===== config.mk =====
export PLATFORM = sky130hd
export DESIGN_NAME = pd_steering_controller_top
export DESIGN_NICKNAME = d
export VERILOG_FILES = /design/src/sv/pdsc_pkg.sv /design/src/sv/pd_steering_controller_top.sv /design/src/sv/pdsc_ctrl.sv /design/src/sv/pdsc_datapath.sv
export SDC_FILE = /design/constraint.sdc
export NUM_CORES = 2
export LEC_CHECK = 0
export BUFFER_PORTS_ARGS = -buffer_cell sky130_fd_sc_hd__buf_4
export CAP_MARGIN = 40
export CORE_MARGIN = 2
export CORE_UTILIZATION = 39
export DETAILED_ROUTE_END_ITERATION = 8
export HOLD_SLACK_MARGIN = 0.03
export MAX_ROUTING_LAYER = met4
export PLACE_DENSITY = 0.61
export SYNTH_ARGS = -nofsm -noshare
export SYNTH_HDL_FRONTEND = slang
export SYNTH_SLANG_ARGS = --single-unit

===== constraint.sdc =====
create_clock -name clk -period 17.3 [get_ports clk]
set_input_delay 1.73 -clock clk [delete_from_list [all_inputs] [get_ports clk]]
set_output_delay 1.73 -clock clk [all_outputs]
set_load 0.005 [all_outputs]

===== src/sv/pdsc_pkg.sv =====
`default_nettype none
// ----------------------------------------------------------------------------
// pdsc_pkg
// Shared types and constants of the PD steering controller.
// ----------------------------------------------------------------------------
package pdsc_pkg;

  localparam logic [2:0] REG_PROP_GAIN = 3'd0;
  localparam logic [2:0] REG_DERIV_GAIN = 3'd1;
  localparam logic [2:0] REG_FF_GAIN = 3'd2;
  localparam logic [2:0] REG_CORR_LIMIT = 3'd3;
  localparam logic [2:0] REG_FILTER_ALPHA = 3'd4;
  localparam logic [2:0] REG_STEP_LIMIT = 3'd5;

  localparam logic [15:0] ALPHA_MAX = 16'd64225;
  localparam logic [15:0] DT_MIN_US = 16'd1000;
  localparam logic [35:0] DIV_SCALE = 36'd256000000;
  localparam logic [60:0] PROD_LIM = 61'h1000_0000_0000_0000;
  localparam int unsigned DIV_STEPS = 44;

  typedef struct packed {
    logic               action;
    logic signed [15:0] error;
    logic        [15:0] dt_us;
    logic signed [15:0] speed;
  } in_item_t;

  typedef struct packed {
    logic signed [15:0] correction;
    logic               rejected;
  } out_item_t;

  typedef struct packed {
    logic signed [31:0] prop_gain;
    logic signed [31:0] deriv_gain;
    logic signed [31:0] feedforward_gain;
    logic        [14:0] correction_limit;
    logic        [15:0] filter_alpha;
    logic        [14:0] step_limit;
  } cfg_t;

  // multiplier operand sets
  typedef enum logic [2:0] {
    SEL_N   = 3'd0,  // |de| * 256e6, dividend of the derivative
    SEL_FR  = 3'd1,  // alpha * old filter value
    SEL_RAW = 3'd2,  // (1 - alpha) * raw derivative
    SEL_P   = 3'd3,  // e * kp * 256
    SEL_D   = 3'd4,  // kd * d
    SEL_FF  = 3'd5,  // kff * d
    SEL_FS  = 3'd6   // (kff * d) * speed
  } mul_sel_t;

  typedef struct packed {
    logic     load;
    logic     check;
    logic     mul_start;
    mul_sel_t sel;
    logic     div_start;
    logic     filt;
    logic     sum;
    logic     finish;
    logic     emit;
  } dp_cmd_t;

  typedef struct packed {
    logic mul_done;
    logic div_done;
    logic is_clear;
    logic reject;
    logic spd_pos;
    logic out_free;
  } dp_stat_t;

endpackage
`default_nettype wire


===== src/sv/pd_steering_controller_top.sv =====
`default_nettype none
// ----------------------------------------------------------------------------
// pd_steering_controller_top
// PD steering controller with filtered derivative, feedforward, rate limiter.
// ----------------------------------------------------------------------------
// One item at a time. A clear or rejected tick (zero dt or zero correction
// limit) goes from ST_CHECK straight to ST_EMIT. A normal control tick runs the
// 44-step restoring divider for the derivative (error step * 256e6 / dt) and
// six or seven passes through the one shared 36x18 multiplier (the
// feedforward-by-speed pass runs only when speed is positive). The result sits
// in an output register, so the next item is taken while a finished beat still
// waits on out_stall. Registers are written through cfg_write/cfg_index/cfg_data;
// the user must write them only while the block is idle, which the block itself
// does not enforce; an unknown index is ignored.
// ----------------------------------------------------------------------------
module pd_steering_controller_top (
  input  wire logic                clk,
  input  wire logic                rst,
  input  wire logic                cfg_write,
  input  wire logic [2:0]          cfg_index,
  input  wire logic [31:0]         cfg_data,
  input  wire logic                in_valid,
  output logic                     in_stall,
  input  wire pdsc_pkg::in_item_t  in_data,
  output logic                     out_valid,
  input  wire logic                out_stall,
  output pdsc_pkg::out_item_t      out_data
);
  import pdsc_pkg::*;

  cfg_t     cfg;
  dp_cmd_t  cmd;
  dp_stat_t stat;

  // register file
  always_ff @(posedge clk) begin
    if (rst) begin
      cfg <= '0;
    end else if (cfg_write) begin
      case (cfg_index)
        REG_PROP_GAIN:    cfg.prop_gain        <= cfg_data;
        REG_DERIV_GAIN:   cfg.deriv_gain       <= cfg_data;
        REG_FF_GAIN:      cfg.feedforward_gain <= cfg_data;
        REG_CORR_LIMIT:   cfg.correction_limit <= cfg_data[14:0];
        REG_FILTER_ALPHA: cfg.filter_alpha     <= cfg_data[15:0];
        REG_STEP_LIMIT:   cfg.step_limit       <= cfg_data[14:0];
        default: ;
      endcase
    end
  end

  pdsc_ctrl u_ctrl (
    .clk      (clk),
    .rst      (rst),
    .in_valid (in_valid),
    .in_stall (in_stall),
    .cmd      (cmd),
    .stat     (stat)
  );

  pdsc_datapath u_dp (
    .clk       (clk),
    .rst       (rst),
    .cfg       (cfg),
    .in_data   (in_data),
    .cmd       (cmd),
    .stat      (stat),
    .out_valid (out_valid),
    .out_stall (out_stall),
    .out_data  (out_data)
  );

endmodule
`default_nettype wire


===== src/sv/pdsc_ctrl.sv =====
`default_nettype none
// ----------------------------------------------------------------------------
// pdsc_ctrl
// Sequencer: walks one tick through multiplies, divide, filter and output.
// ----------------------------------------------------------------------------
module pdsc_ctrl (
  input  wire logic              clk,
  input  wire logic              rst,
  input  wire logic              in_valid,
  output logic                   in_stall,
  output pdsc_pkg::dp_cmd_t      cmd,
  input  wire pdsc_pkg::dp_stat_t stat
);
  import pdsc_pkg::*;

  typedef enum logic [7:0] {
    ST_IDLE   = 8'b0000_0001,
    ST_CHECK  = 8'b0000_0010,
    ST_MUL    = 8'b0000_0100,
    ST_DIV    = 8'b0000_1000,
    ST_FILT   = 8'b0001_0000,
    ST_SUM    = 8'b0010_0000,
    ST_FINISH = 8'b0100_0000,
    ST_EMIT   = 8'b1000_0000
  } state_t;

  state_t   state, state_next;
  mul_sel_t sel, sel_next;
  logic     first;

  always_comb begin
    state_next = state;
    sel_next   = sel;
    cmd        = '0;
    cmd.sel    = sel;
    in_stall   = (state != ST_IDLE);
    case (state)
      ST_IDLE: begin
        if (in_valid) begin
          cmd.load   = 1'b1;
          state_next = ST_CHECK;
        end
      end
      ST_CHECK: begin
        cmd.check = 1'b1;
        if (stat.is_clear || stat.reject) begin
          state_next = ST_EMIT;
        end else begin
          sel_next   = SEL_N;
          state_next = ST_MUL;
        end
      end
      ST_MUL: begin
        cmd.mul_start = first;
        if (stat.mul_done) begin
          case (sel)
            SEL_N:   state_next = ST_DIV;
            SEL_FR:  sel_next = SEL_RAW;
            SEL_RAW: state_next = ST_FILT;
            SEL_P:   sel_next = SEL_D;
            SEL_D:   sel_next = SEL_FF;
            SEL_FF: begin
              if (stat.spd_pos) begin
                sel_next = SEL_FS;
              end else begin
                state_next = ST_SUM;
              end
            end
            default: state_next = ST_SUM;
          endcase
        end
      end
      ST_DIV: begin
        cmd.div_start = first;
        if (stat.div_done) begin
          sel_next   = SEL_FR;
          state_next = ST_MUL;
        end
      end
      ST_FILT: begin
        cmd.filt   = 1'b1;
        sel_next   = SEL_P;
        state_next = ST_MUL;
      end
      ST_SUM: begin
        cmd.sum    = 1'b1;
        state_next = ST_FINISH;
      end
      ST_FINISH: begin
        cmd.finish = 1'b1;
        state_next = ST_EMIT;
      end
      ST_EMIT: begin
        if (stat.out_free) begin
          cmd.emit   = 1'b1;
          state_next = ST_IDLE;
        end
      end
      default: state_next = ST_IDLE;
    endcase
  end

  always_ff @(posedge clk) begin
    if (rst) begin
      state <= ST_IDLE;
      sel   <= SEL_N;
      first <= 1'b0;
    end else begin
      state <= state_next;
      sel   <= sel_next;
      // start pulse on the first cycle of each multiply or divide pass
      first <= (state_next != state) || (sel_next != sel);
    end
  end

endmodule
`default_nettype wire


===== src/sv/pdsc_datapath.sv =====
`default_nettype none
// ----------------------------------------------------------------------------
// pdsc_datapath
// Controller state, shared 36x18 multiplier, restoring divider, output beat.
// ----------------------------------------------------------------------------
module pdsc_datapath (
  input  wire logic                clk,
  input  wire logic                rst,
  input  wire pdsc_pkg::cfg_t      cfg,
  input  wire pdsc_pkg::in_item_t  in_data,
  input  wire pdsc_pkg::dp_cmd_t   cmd,
  output pdsc_pkg::dp_stat_t       stat,
  output logic                     out_valid,
  input  wire logic                out_stall,
  output pdsc_pkg::out_item_t      out_data
);
  import pdsc_pkg::*;

  // item and controller state
  in_item_t           itm;
  logic        [15:0] dtc;
  logic signed [15:0] last_err;
  logic signed [35:0] fr;
  logic signed [15:0] last_out;
  logic               seeded;

  // multiplier
  logic [71:0]  ma;
  logic [35:0]  mb;
  logic         mneg;
  mul_sel_t     msel;
  logic [2:0]   cnt;
  logic         mbusy;
  logic [53:0]  pp;
  logic [1:0]   pk;
  logic [107:0] acc;

  // divider
  logic [43:0] ndiv;
  logic        dneg;
  logic [60:0] rq;
  logic [5:0]  dcnt;
  logic        dbusy;

  logic signed [35:0] raw;
  logic signed [61:0] pf, pr, sp, sd, sf;
  logic        [60:0] ffm;
  logic               ffneg;
  logic signed [63:0] sum;
  logic signed [15:0] res_corr;
  logic               res_rej;

  // operand magnitudes
  logic signed [16:0] diff;
  logic        [15:0] diff_mag;
  logic        [15:0] err_mag;
  logic        [35:0] fr_mag, raw_mag;
  logic        [31:0] prop_mag, dg_mag, ff_mag;
  logic        [15:0] a_c;
  logic        [16:0] a_inv;
  logic        [71:0] op_a;
  logic        [35:0] op_b;
  logic               op_neg;

  always_comb begin
    diff     = {itm.error[15], itm.error} - {last_err[15], last_err};
    diff_mag = diff[16] ? 16'(-diff) : diff[15:0];
    err_mag  = itm.error[15] ? 16'(-itm.error) : itm.error;
    fr_mag   = fr[35] ? 36'(-fr) : fr;
    raw_mag  = raw[35] ? 36'(-raw) : raw;
    prop_mag = cfg.prop_gain[31] ? 32'(-cfg.prop_gain) : cfg.prop_gain;
    dg_mag   = cfg.deriv_gain[31] ? 32'(-cfg.deriv_gain) : cfg.deriv_gain;
    ff_mag   = cfg.feedforward_gain[31] ? 32'(-cfg.feedforward_gain) : cfg.feedforward_gain;
    a_c      = (cfg.filter_alpha > ALPHA_MAX) ? ALPHA_MAX : cfg.filter_alpha;
    a_inv    = 17'h10000 - {1'b0, a_c};
  end

  always_comb begin
    op_a   = '0;
    op_b   = '0;
    op_neg = 1'b0;
    case (cmd.sel)
      SEL_N: begin
        op_a = 72'(diff_mag);  op_b = DIV_SCALE;       op_neg = diff[16];
      end
      SEL_FR: begin
        op_a = 72'(fr_mag);    op_b = 36'(a_c);        op_neg = fr[35];
      end
      SEL_RAW: begin
        op_a = 72'(raw_mag);   op_b = 36'(a_inv);      op_neg = raw[35];
      end
      SEL_P: begin
        op_a   = 72'({err_mag, 8'h00});
        op_b   = 36'(prop_mag);
        op_neg = itm.error[15] ^ cfg.prop_gain[31];
      end
      SEL_D: begin
        op_a = 72'(fr_mag);    op_b = 36'(dg_mag);
        op_neg = fr[35] ^ cfg.deriv_gain[31];
      end
      SEL_FF: begin
        op_a = 72'(fr_mag);    op_b = 36'(ff_mag);
        op_neg = fr[35] ^ cfg.feedforward_gain[31];
      end
      SEL_FS: begin
        op_a = 72'(ffm);       op_b = 36'(itm.speed[14:0]); op_neg = ffneg;
      end
      default: ;
    endcase
  end

  // partial product chunk and its place in the accumulator
  logic [35:0]  a_chunk;
  logic [17:0]  b_chunk;
  logic [107:0] pp_sh;
  logic [60:0]  pm;
  logic signed [61:0] pval;

  always_comb begin
    a_chunk = cnt[1] ? ma[71:36] : ma[35:0];
    b_chunk = cnt[0] ? mb[35:18] : mb[17:0];
    case (pk)
      2'd0:    pp_sh = 108'(pp);
      2'd1:    pp_sh = 108'(pp) << 18;
      2'd2:    pp_sh = 108'(pp) << 36;
      default: pp_sh = 108'(pp) << 54;
    endcase
    // magnitude saturates at 2^60
    pm   = (acc > 108'(PROD_LIM)) ? PROD_LIM : acc[60:0];
    pval = mneg ? -$signed({1'b0, pm}) : $signed({1'b0, pm});
  end

  // filter: d = trunc0((pf + pr) / 2^16)
  logic signed [61:0] fsum;
  logic        [61:0] fmag;
  logic        [45:0] fq;
  logic signed [35:0] d_new;

  always_comb begin
    fsum  = pf + pr;
    fmag  = fsum[61] ? 62'(-fsum) : fsum;
    fq    = fmag[61:16];
    d_new = fsum[61] ? 36'(-fq) : 36'(fq);
  end

  // output stage: truncate, clamp, step-limit, clamp again
  logic        [63:0] smag;
  logic        [31:0] sq;
  logic        [14:0] qc;
  logic signed [17:0] corr, delta, step, lo_ext, lim_ext, newo, fin;

  always_comb begin
    smag    = sum[63] ? 64'(-sum) : sum;
    sq      = smag[63:32];
    qc      = (sq > 32'(cfg.correction_limit)) ? cfg.correction_limit : sq[14:0];
    corr    = sum[63] ? -$signed({3'b000, qc}) : $signed({3'b000, qc});
    lo_ext  = 18'(last_out);
    step    = $signed({3'b000, cfg.step_limit});
    lim_ext = $signed({3'b000, cfg.correction_limit});
    delta   = corr - lo_ext;
    if ((step != 18'sd0) && (delta > step)) begin
      newo = lo_ext + step;
    end else if ((step != 18'sd0) && (delta < -step)) begin
      newo = lo_ext - step;
    end else begin
      newo = corr;
    end
    if (newo > lim_ext) begin
      fin = lim_ext;
    end else if (newo < -lim_ext) begin
      fin = -lim_ext;
    end else begin
      fin = newo;
    end
  end

  always_comb begin
    stat.mul_done = mbusy && (cnt == 3'd5);
    stat.div_done = dbusy && (dcnt == 6'd0);
    stat.is_clear = itm.action;
    stat.reject   = (itm.dt_us == 16'd0) || (cfg.correction_limit == 15'd0);
    stat.spd_pos  = !itm.speed[15] && (itm.speed != 16'sd0);
    stat.out_free = !out_valid || !out_stall;
  end

  // divider step: shift one dividend bit into the remainder
  logic [16:0] trial;
  logic        fits;

  always_comb begin
    trial = {rq[59:44], rq[43]};
    fits  = trial >= {1'b0, dtc};
  end

  always_ff @(posedge clk) begin
    if (rst) begin
      seeded    <= 1'b0;
      last_err  <= '0;
      fr        <= '0;
      last_out  <= '0;
      mbusy     <= 1'b0;
      dbusy     <= 1'b0;
      out_valid <= 1'b0;
      cnt       <= '0;
      dcnt      <= '0;
    end else begin
      if (cmd.load) begin
        itm <= in_data;
        dtc <= (in_data.dt_us < DT_MIN_US) ? DT_MIN_US : in_data.dt_us;
      end

      if (cmd.check) begin
        res_corr <= '0;
        res_rej  <= 1'b1;
        if (itm.action) begin
          seeded   <= 1'b0;
          last_err <= '0;
          fr       <= '0;
          last_out <= '0;
        end else if (!stat.reject && !seeded) begin
          seeded   <= 1'b1;
          last_err <= itm.error;
          fr       <= '0;
          last_out <= '0;
        end
      end

      // shared multiplier: four chunk products, each registered in pp before it is added into acc
      if (cmd.mul_start) begin
        ma    <= op_a;
        mb    <= op_b;
        mneg  <= op_neg;
        msel  <= cmd.sel;
        cnt   <= '0;
        acc   <= '0;
        mbusy <= 1'b1;
      end else if (mbusy) begin
        if (cnt <= 3'd3) begin
          pp <= a_chunk * b_chunk;
          pk <= cnt[1:0];
        end
        if ((cnt >= 3'd1) && (cnt <= 3'd4)) begin
          acc <= acc + pp_sh;
        end
        if (cnt == 3'd5) begin
          mbusy <= 1'b0;
          case (msel)
            SEL_N: begin
              ndiv <= pm[43:0];
              dneg <= mneg;
            end
            SEL_FR:  pf <= pval;
            SEL_RAW: pr <= pval;
            SEL_P:   sp <= pval;
            SEL_D:   sd <= pval;
            SEL_FF: begin
              ffm   <= pm;
              ffneg <= mneg;
              sf    <= '0;
            end
            default: sf <= pval;
          endcase
        end else begin
          cnt <= cnt + 3'd1;
        end
      end

      // restoring divide, one quotient bit per cycle
      if (cmd.div_start) begin
        rq    <= {17'd0, ndiv};
        dcnt  <= 6'(DIV_STEPS);
        dbusy <= 1'b1;
      end else if (dbusy) begin
        if (dcnt == 6'd0) begin
          dbusy <= 1'b0;
          raw   <= dneg ? 36'(-$signed({1'b0, rq[34:0]})) : $signed({1'b0, rq[34:0]});
        end else begin
          rq   <= {fits ? (trial - {1'b0, dtc}) : trial, rq[42:0], fits};
          dcnt <= dcnt - 6'd1;
        end
      end

      if (cmd.filt) begin
        fr <= d_new;
      end

      if (cmd.sum) begin
        sum <= 64'(sp) + 64'(sd) + 64'(sf);
      end

      if (cmd.finish) begin
        last_err <= itm.error;
        last_out <= newo[15:0];
        res_corr <= fin[15:0];
        res_rej  <= 1'b0;
      end

      if (cmd.emit) begin
        out_valid           <= 1'b1;
        out_data.correction <= res_corr;
        out_data.rejected   <= res_rej;
      end else if (out_valid && !out_stall) begin
        out_valid <= 1'b0;
      end
    end
  end

endmodule
`default_nettype wire

Word level (Yosys, flattened, before mapping)
Cells that the tools add are included.
Cells by class
  bitwise operators: 9
  equal/unequal tests: 31
  order comparisons: 12
  muxes and demuxes: 85
  add/sub/neg operators: 27
  $mul: 1
  reductions and logical operators: 68
Operator list (count)
  $pmux W108 S3: 1
  $pmux W61 S5: 1
  $mux W36: 8
  $mux W16: 16
  $pmux W32 S7: 1
  $mux W108: 2
  $pmux W62 S2: 1
  $mux W60: 2
  $add A108 B108 Y108: 1
  $gt A108 B61 Y1 const B: 1
  $neg A36 Y36: 3
  $mux W32: 3
  $neg A32 Y32: 3
  $mux W18: 4
  $add A63 B62 Y64: 1
  $mux W64: 1
  $neg A64 Y64: 1
  $pmux W8 S8: 1
  $add A62 B62 Y63: 1
  $add A62 B62 Y62: 1
  $mux W62: 1
  $neg A61 Y62: 1
  $mux W61: 1
  $mul A36 B18 Y54: 1
  other kinds (69): 176
Word-level totals
  register bits: 1187
  output and inout bits: 19

Depth between registers and ports, before layout
  depth after elaboration: 15
  depth in mapped cells: 65
  gate-level depth less buffers: 60

Modules after synthesis
A second synthesis with hierarchy kept.
Second synthesis, totals
  cells, all modules: 9554
  area, all modules: 92819.0 um2
By module, submodules not included
  pdsc_datapath: seq. area each 29758.5 um2, area each 86327.8 um2, times used 1, cells each 8927
  pd_steering_controller_top: seq. area each 2842.7 um2, area each 5606.6 um2, times used 1, cells each 502
  pdsc_ctrl: seq. area each 240.2 um2, area each 884.6 um2, times used 1, cells each 125

Worst setup path after synthesis
OpenSTA, ideal clock, no wires.
  path type: register -> register
  from: register u_dp.sum[34]
  to: register u_dp.res_corr[9] (data pin)
  cell stages (with the launch flop): 63
  setup slack: 4.410 ns
  data required time: 17.124 ns
  arrival time: 12.714 ns
  setup time: 0.176 ns
  cell sequence: edfxtp_1 -> clkbuf_1 -> or3_1 -> nor3_1 -> or3b_2 -> clkbuf_1 -> o21ai_0 -> xor2_1 -> inv_1 -> ha_1 -> nand4_1 -> nor3_1 -> a41oi_1 -> nor4_1 -> nand4_1 -> nor4_2 -> nand2_1 -> clkbuf_1 -> (+27 left out) -> a21oi_1 -> ha_1 -> nor2b_1 -> o21a_1 -> o21a_1 -> o21a_1 -> o21a_1 -> o21a_1 -> o21a_1 -> o21a_1 -> o21a_1 -> o21ai_0 -> a211oi_1 -> o31a_1 -> o21ai_0 -> clkbuf_1 -> a21oi_1 -> o32ai_1
Between the ends
  cells in the longest elaborated chain, start to end: 15
  elaborated cells on any way between the ends: 18
RTL lines
  start: declaration: line pdsc_datapath.sv:49  | logic signed [63:0] sum;
  start signal: assignment: line pdsc_datapath.sv:288  | sum <= 64'(sp) + 64'(sd) + 64'(sf);
  $neg A64 Y64: line pdsc_datapath.sv:153  | smag = sum[63] ? 64'(-sum) : sum;
  $mux W64 (*): line pdsc_datapath.sv:153
  $gt A32 B15 Y1: line pdsc_datapath.sv:155  | qc = (sq > 32'(cfg.correction_limit)) ? cfg.correction_limit : sq[14:0];
  $mux W15 (*): line pdsc_datapath.sv:155
  $neg A15 Y18: line pdsc_datapath.sv:156  | corr = sum[63] ? -$signed({3'b000, qc}) : $signed({3'b000, qc});
  $mux W18 (*): line pdsc_datapath.sv:156
  $sub A18 B16 Y18: line pdsc_datapath.sv:160  | delta = corr - lo_ext;
  $lt A18 B18 Y1: line pdsc_datapath.sv:163  | end else if ((step != 18'sd0) && (delta < -step)) begin
  $logic_and A1 B1 Y1: line pdsc_datapath.sv:163
  $mux W18: line pdsc_datapath.sv:163
  $mux W18 (*): line pdsc_datapath.sv:161  | if ((step != 18'sd0) && (delta > step)) begin
  $lt A18 B18 Y1: line pdsc_datapath.sv:170  | end else if (newo < -lim_ext) begin
  $mux W16: line pdsc_datapath.sv:170
  $mux W16 (*): line pdsc_datapath.sv:168  | if (newo > lim_ext) begin
  $mux W16 (*): line pdsc_datapath.sv:291  | if (cmd.finish) begin
  end signal: assignment: line pdsc_datapath.sv:294  | res_corr <= fin[15:0];
  end: declaration: line pdsc_datapath.sv:50  | logic signed [15:0] res_corr;
Mark *: on every way between the ends. The rest lies on a longest branch, timed or not.
A chain may end at the register's enable or synchronous reset.

Final worst setup path
  from: register u_dp.sum[19]
  to: register u_dp.res_corr[1] (data pin)
Between the ends
  cells in the longest elaborated chain, start to end: 15
  elaborated cells on any way between the ends: 18
RTL lines (line)
  $neg A64 Y64 (*): pdsc_datapath.sv:153
  $mux W64 (*): pdsc_datapath.sv:153
  $gt A32 B15 Y1: pdsc_datapath.sv:155
  $mux W15 (*): pdsc_datapath.sv:155
  $neg A15 Y18: pdsc_datapath.sv:156
  $mux W18 (*): pdsc_datapath.sv:156
  $sub A18 B16 Y18: pdsc_datapath.sv:160
  $lt A18 B18 Y1: pdsc_datapath.sv:163
  $logic_and A1 B1 Y1: pdsc_datapath.sv:163
  $mux W18: pdsc_datapath.sv:163
  $mux W18 (*): pdsc_datapath.sv:161
  $lt A18 B18 Y1: pdsc_datapath.sv:170
  $mux W16: pdsc_datapath.sv:170
  $mux W16 (*): pdsc_datapath.sv:168
  $mux W16 (*): pdsc_datapath.sv:291
Marked as above.

==> results.sh <==
export IMPL_fp_coreArea_sq_mm=0.2354
export IMPL_gp_congestion=0.9757
export IMPL_ys_types=111
export IMPL_multi_input_area_sq_mm=0.05508
export IMPL_route_vias_total=74390
export IMPL_max_cap_violations=0
export IMPL_clk_pin_slew_ns=0.06
export IMPL_dieWidth_microns=490.9
export IMPL_cts_hold_buf=0
export IMPL_rows=178
export IMPL_initial_core_util_pct=39.28
export IMPL_worst_path_max_fanout=34
export IMPL_cpPeakStageDelay_ns=0.71
export IMPL_vdd_drop_max_mv=0.08701
export IMPL_synth_area_per_cell_sq_um=9.423
export IMPL_firstDrtPassIters=8
export IMPL_drtIter0Drc=7224
export IMPL_ys_flop_type="edfxtp_1"
export IMPL_cts_path_max_buffers=3
export IMPL_p_switching_w=0.001676
export IMPL_grt_pass1_vias=72800
export IMPL_clkPwrFrac_pct=43.6
export IMPL_clock_latency_ns=0.81
export IMPL_rsz0062_at_grt="false"
export IMPL_fin_skew_ns=0.04390
export IMPL_synth_most_common_cell="nand2_1"
export IMPL_finalInstanceArea_sq_mm=0.1018
export IMPL_yosysWarnings=0
export IMPL_grt_pass1_wl_mm=452.2
export IMPL_grt_usage_pct=24.97
export IMPL_hp_class="reg2reg"
export IMPL_startpoint_type="flip-flop"
export IMPL_avgRoutedWirePerCell_microns=22.76
export IMPL_num_fill_cells=22590
export IMPL_power_density_mw_per_mm2=64.36
export IMPL_die_area_sq_mm=0.2410
export IMPL_fin_nets=11050
export IMPL_finalHoldViolations=0
export IMPL_grt_ovfl_total=0
export IMPL_synth_top_family_by_area="adder cells"
export IMPL_cp_required_ns=17.83
export IMPL_slowest_stage="or3b_2"
export IMPL_cts_tree="yes"
export IMPL_ant_nets=0
export IMPL_post_dp_cell_area_sq_mm=0.09740
export IMPL_endpoint_kind="flip-flop"
export IMPL_synth_top_area_share_pct=30.43
export IMPL_maxSlewViolCount=0
export IMPL_synth_compound_area_share_pct=14.16
export IMPL_fin_crit_ns=15.10
export IMPL_dp_hpwl_mm=231.0
export IMPL_power_internal_w=0.004879
export IMPL_cp_arrival_ns=15.63
export IMPL_synth_mux_area_share_pct=1.722
export IMPL_setup_viol=0
export IMPL_worst_slew_pin_slew_ns=0.9631
export IMPL_synth_area_sq_mm=0.09247
export IMPL_register_area_sq_mm=0.03285
export IMPL_synth_seq_cells=1172
export IMPL_yosys_area_top_type="edfxtp_1"
export IMPL_tns_ns=0
export IMPL_synth_edff_count=937
export IMPL_port_buffers=107
export IMPL_grt_max_degree=81
export IMPL_async_flop_share_pct=0
export IMPL_h_tree_depth=4
export IMPL_drive_gt1_share_pct=6.580
export IMPL_synth_cells=9814
export IMPL_synthXorXnorAreaFrac_pct=5.948
export IMPL_synth_common_cells="nand2_1 (1,426), edfxtp_1 (937), inv_1 (829), nor2_1 (776), a21oi_1 (622)"
export IMPL_cts_buffers=138
export IMPL_fin_crit_sh_pct=87.27
export IMPL_switching_share_pct=25.57
export IMPL_slew_headroom_pct=35.79
export IMPL_area_growth_pct=10.14
export IMPL_yosys_area_share_simple_pct=17.03
export IMPL_status="finished, final reports clean"
export IMPL_synth_fa_ha_area_share_pct=20.49
export IMPL_timing_fmax_ghz=0.06624
export IMPL_cts_setup_buffers=0
export IMPL_crit_path_frequent_cell="o21a_1"
export IMPL_pre_cts_ws_ns=2.180
export IMPL_vias_per_cell=5.687
export IMPL_pwr_share_comb_pct=9.9
export IMPL_synthTopCellsByArea="edfxtp_1 (30%), fa_1 (13%), ha_1 (7.2%), nand2_1 (5.8%), dfxtp_1 (5.1%)"
export IMPL_syn_nets=11050
export IMPL_setup_ws_ns=2.203
export IMPL_wirelength_mm=297.7
export IMPL_cts_num_sinks=1172
export IMPL_antenna_found_initial=16
export IMPL_crit_type="reg2reg"
export IMPL_pwr_share_seq_pct=46.4
export IMPL_die_y_microns=490.9
export IMPL_yosysSeqAreaShare_pct=35.51
export IMPL_cts_root_buf="clkbuf_16"
export IMPL_holdWs_ns=0.4176
export IMPL_power_total_w=0.006555
export IMPL_ctsResizeCount=0
export IMPL_drc=0
export IMPL_ios=108
export IMPL_leakage_nw=39.37
worst paths after layout:
path              cells past startpoint  slack (ns)               end    startpoint
setup reg to reg                     58        2.20  u_dp.res_corr[1]  u_dp.sum[19]
setup / recovery                     58        2.20  u_dp.res_corr[1]  u_dp.sum[19]
hold / removal                        0        0.42  u_dp.out_data[0]  u_dp.res_rej
hold reg to reg                       0        0.42  u_dp.out_data[0]  u_dp.res_rej
flip-flops by register name (all words and copies together) (netlist names), 44 cells and up:
name and flops:
cfg 142, u_dp.acc 108, u_dp.ffm 61, u_dp.itm 48
u_dp.ma 61, u_dp.ndiv 44, u_dp.pf 62, u_dp.pp 54
u_dp.pr 62, u_dp.rq 60, u_dp.sd 62, u_dp.sf 62
u_dp.sp 62, u_dp.sum 64
cell families (layout without fill, tap and decap cells):
kind of cell	count (synthesis)	count (layout)
and+or+nand+nor	3414	3414
AOI/OAI and AO/OA	2045	2045
adders and majority gates	1146	1146
DFF	1172	1172
xor gates and xnor gates	628	628
other	0	5
buffers and inverters	1255	1365
muxes	154	154
area by class of cell:
class	instances	area share, %
Clock inverter	75	0.7003
Antenna cell	5	0.01229
Clock buffer	175	3.607
Sequential cell	1172	32.25
Timing Repair Buffer	284	2.419
Inverter	831	3.063
Tap cell	3150	3.870
Multi-Input combinational cell	7387	54.08
worst max-delay path, delay by kind of cell (launching register included):
family | cells | cell delay (ns)
adders and majority gates | 5 | 1.71
AOI/OAI and AO/OA | 26 | 6.58
and+or+nand+nor | 20 | 4.49
buffers and inverters | 3 | 0.65
muxes | 2 | 0.49
xor gates and xnor gates | 2 | 0.46
DFF | 1 | 0.36
metal layers:
metal / wire length (microns) / vias up / GRT usage (%)
met5: 0 / - / -
met4: 9878 / 0 / 7.654
met3: 21690 / 473 / 3.868
met2: 136900 / 2718 / 38.90
met1: 129300 / 36950 / 33.47
li1: - / 34240 / -
per-stage QoR:
stage	instances	util, %
2_1_floorplan	9814	-
3_3_place_gp	12770	41.07
6_report	13080	43.26
3_5_place_dp	12820	41.37
5_1_grt	13080	43.26
4_1_cts	13070	43.24
power groups by stage:
stage               Clock (W)  Sequential, W  Combinational, W
detailed placement          0        0.00310          0.000645
finish                0.00286        0.00304          0.000652
CTS                   0.00292        0.00304          0.000649
global placement            0        0.00310          0.000641
global route          0.00302        0.00304          0.000723
floorplan                   0        0.00310          0.000440
cell usage in the layout (no fill, tap or decap), types with 84 or more instances in the layout:
cell type,n
nor2_1,768
a21o_1,181
nand3_1,130
mux2i_1,111
edfxtp_1,937
ha_1,532
o21ai_0,455
buf_4,249
xor2_1,234
dfxtp_1,232
inv_1,829
nor3_1,177
and3_1,140
or3_1,93
clkbuf_16,139
nor4_1,89
and2_1,118
nand2b_1,108
nand2_1,1425
a21oi_1,620
fa_1,614
nor2b_1,84
xnor2_1,393
Note: power is estimated with default switching activity, not from simulation.
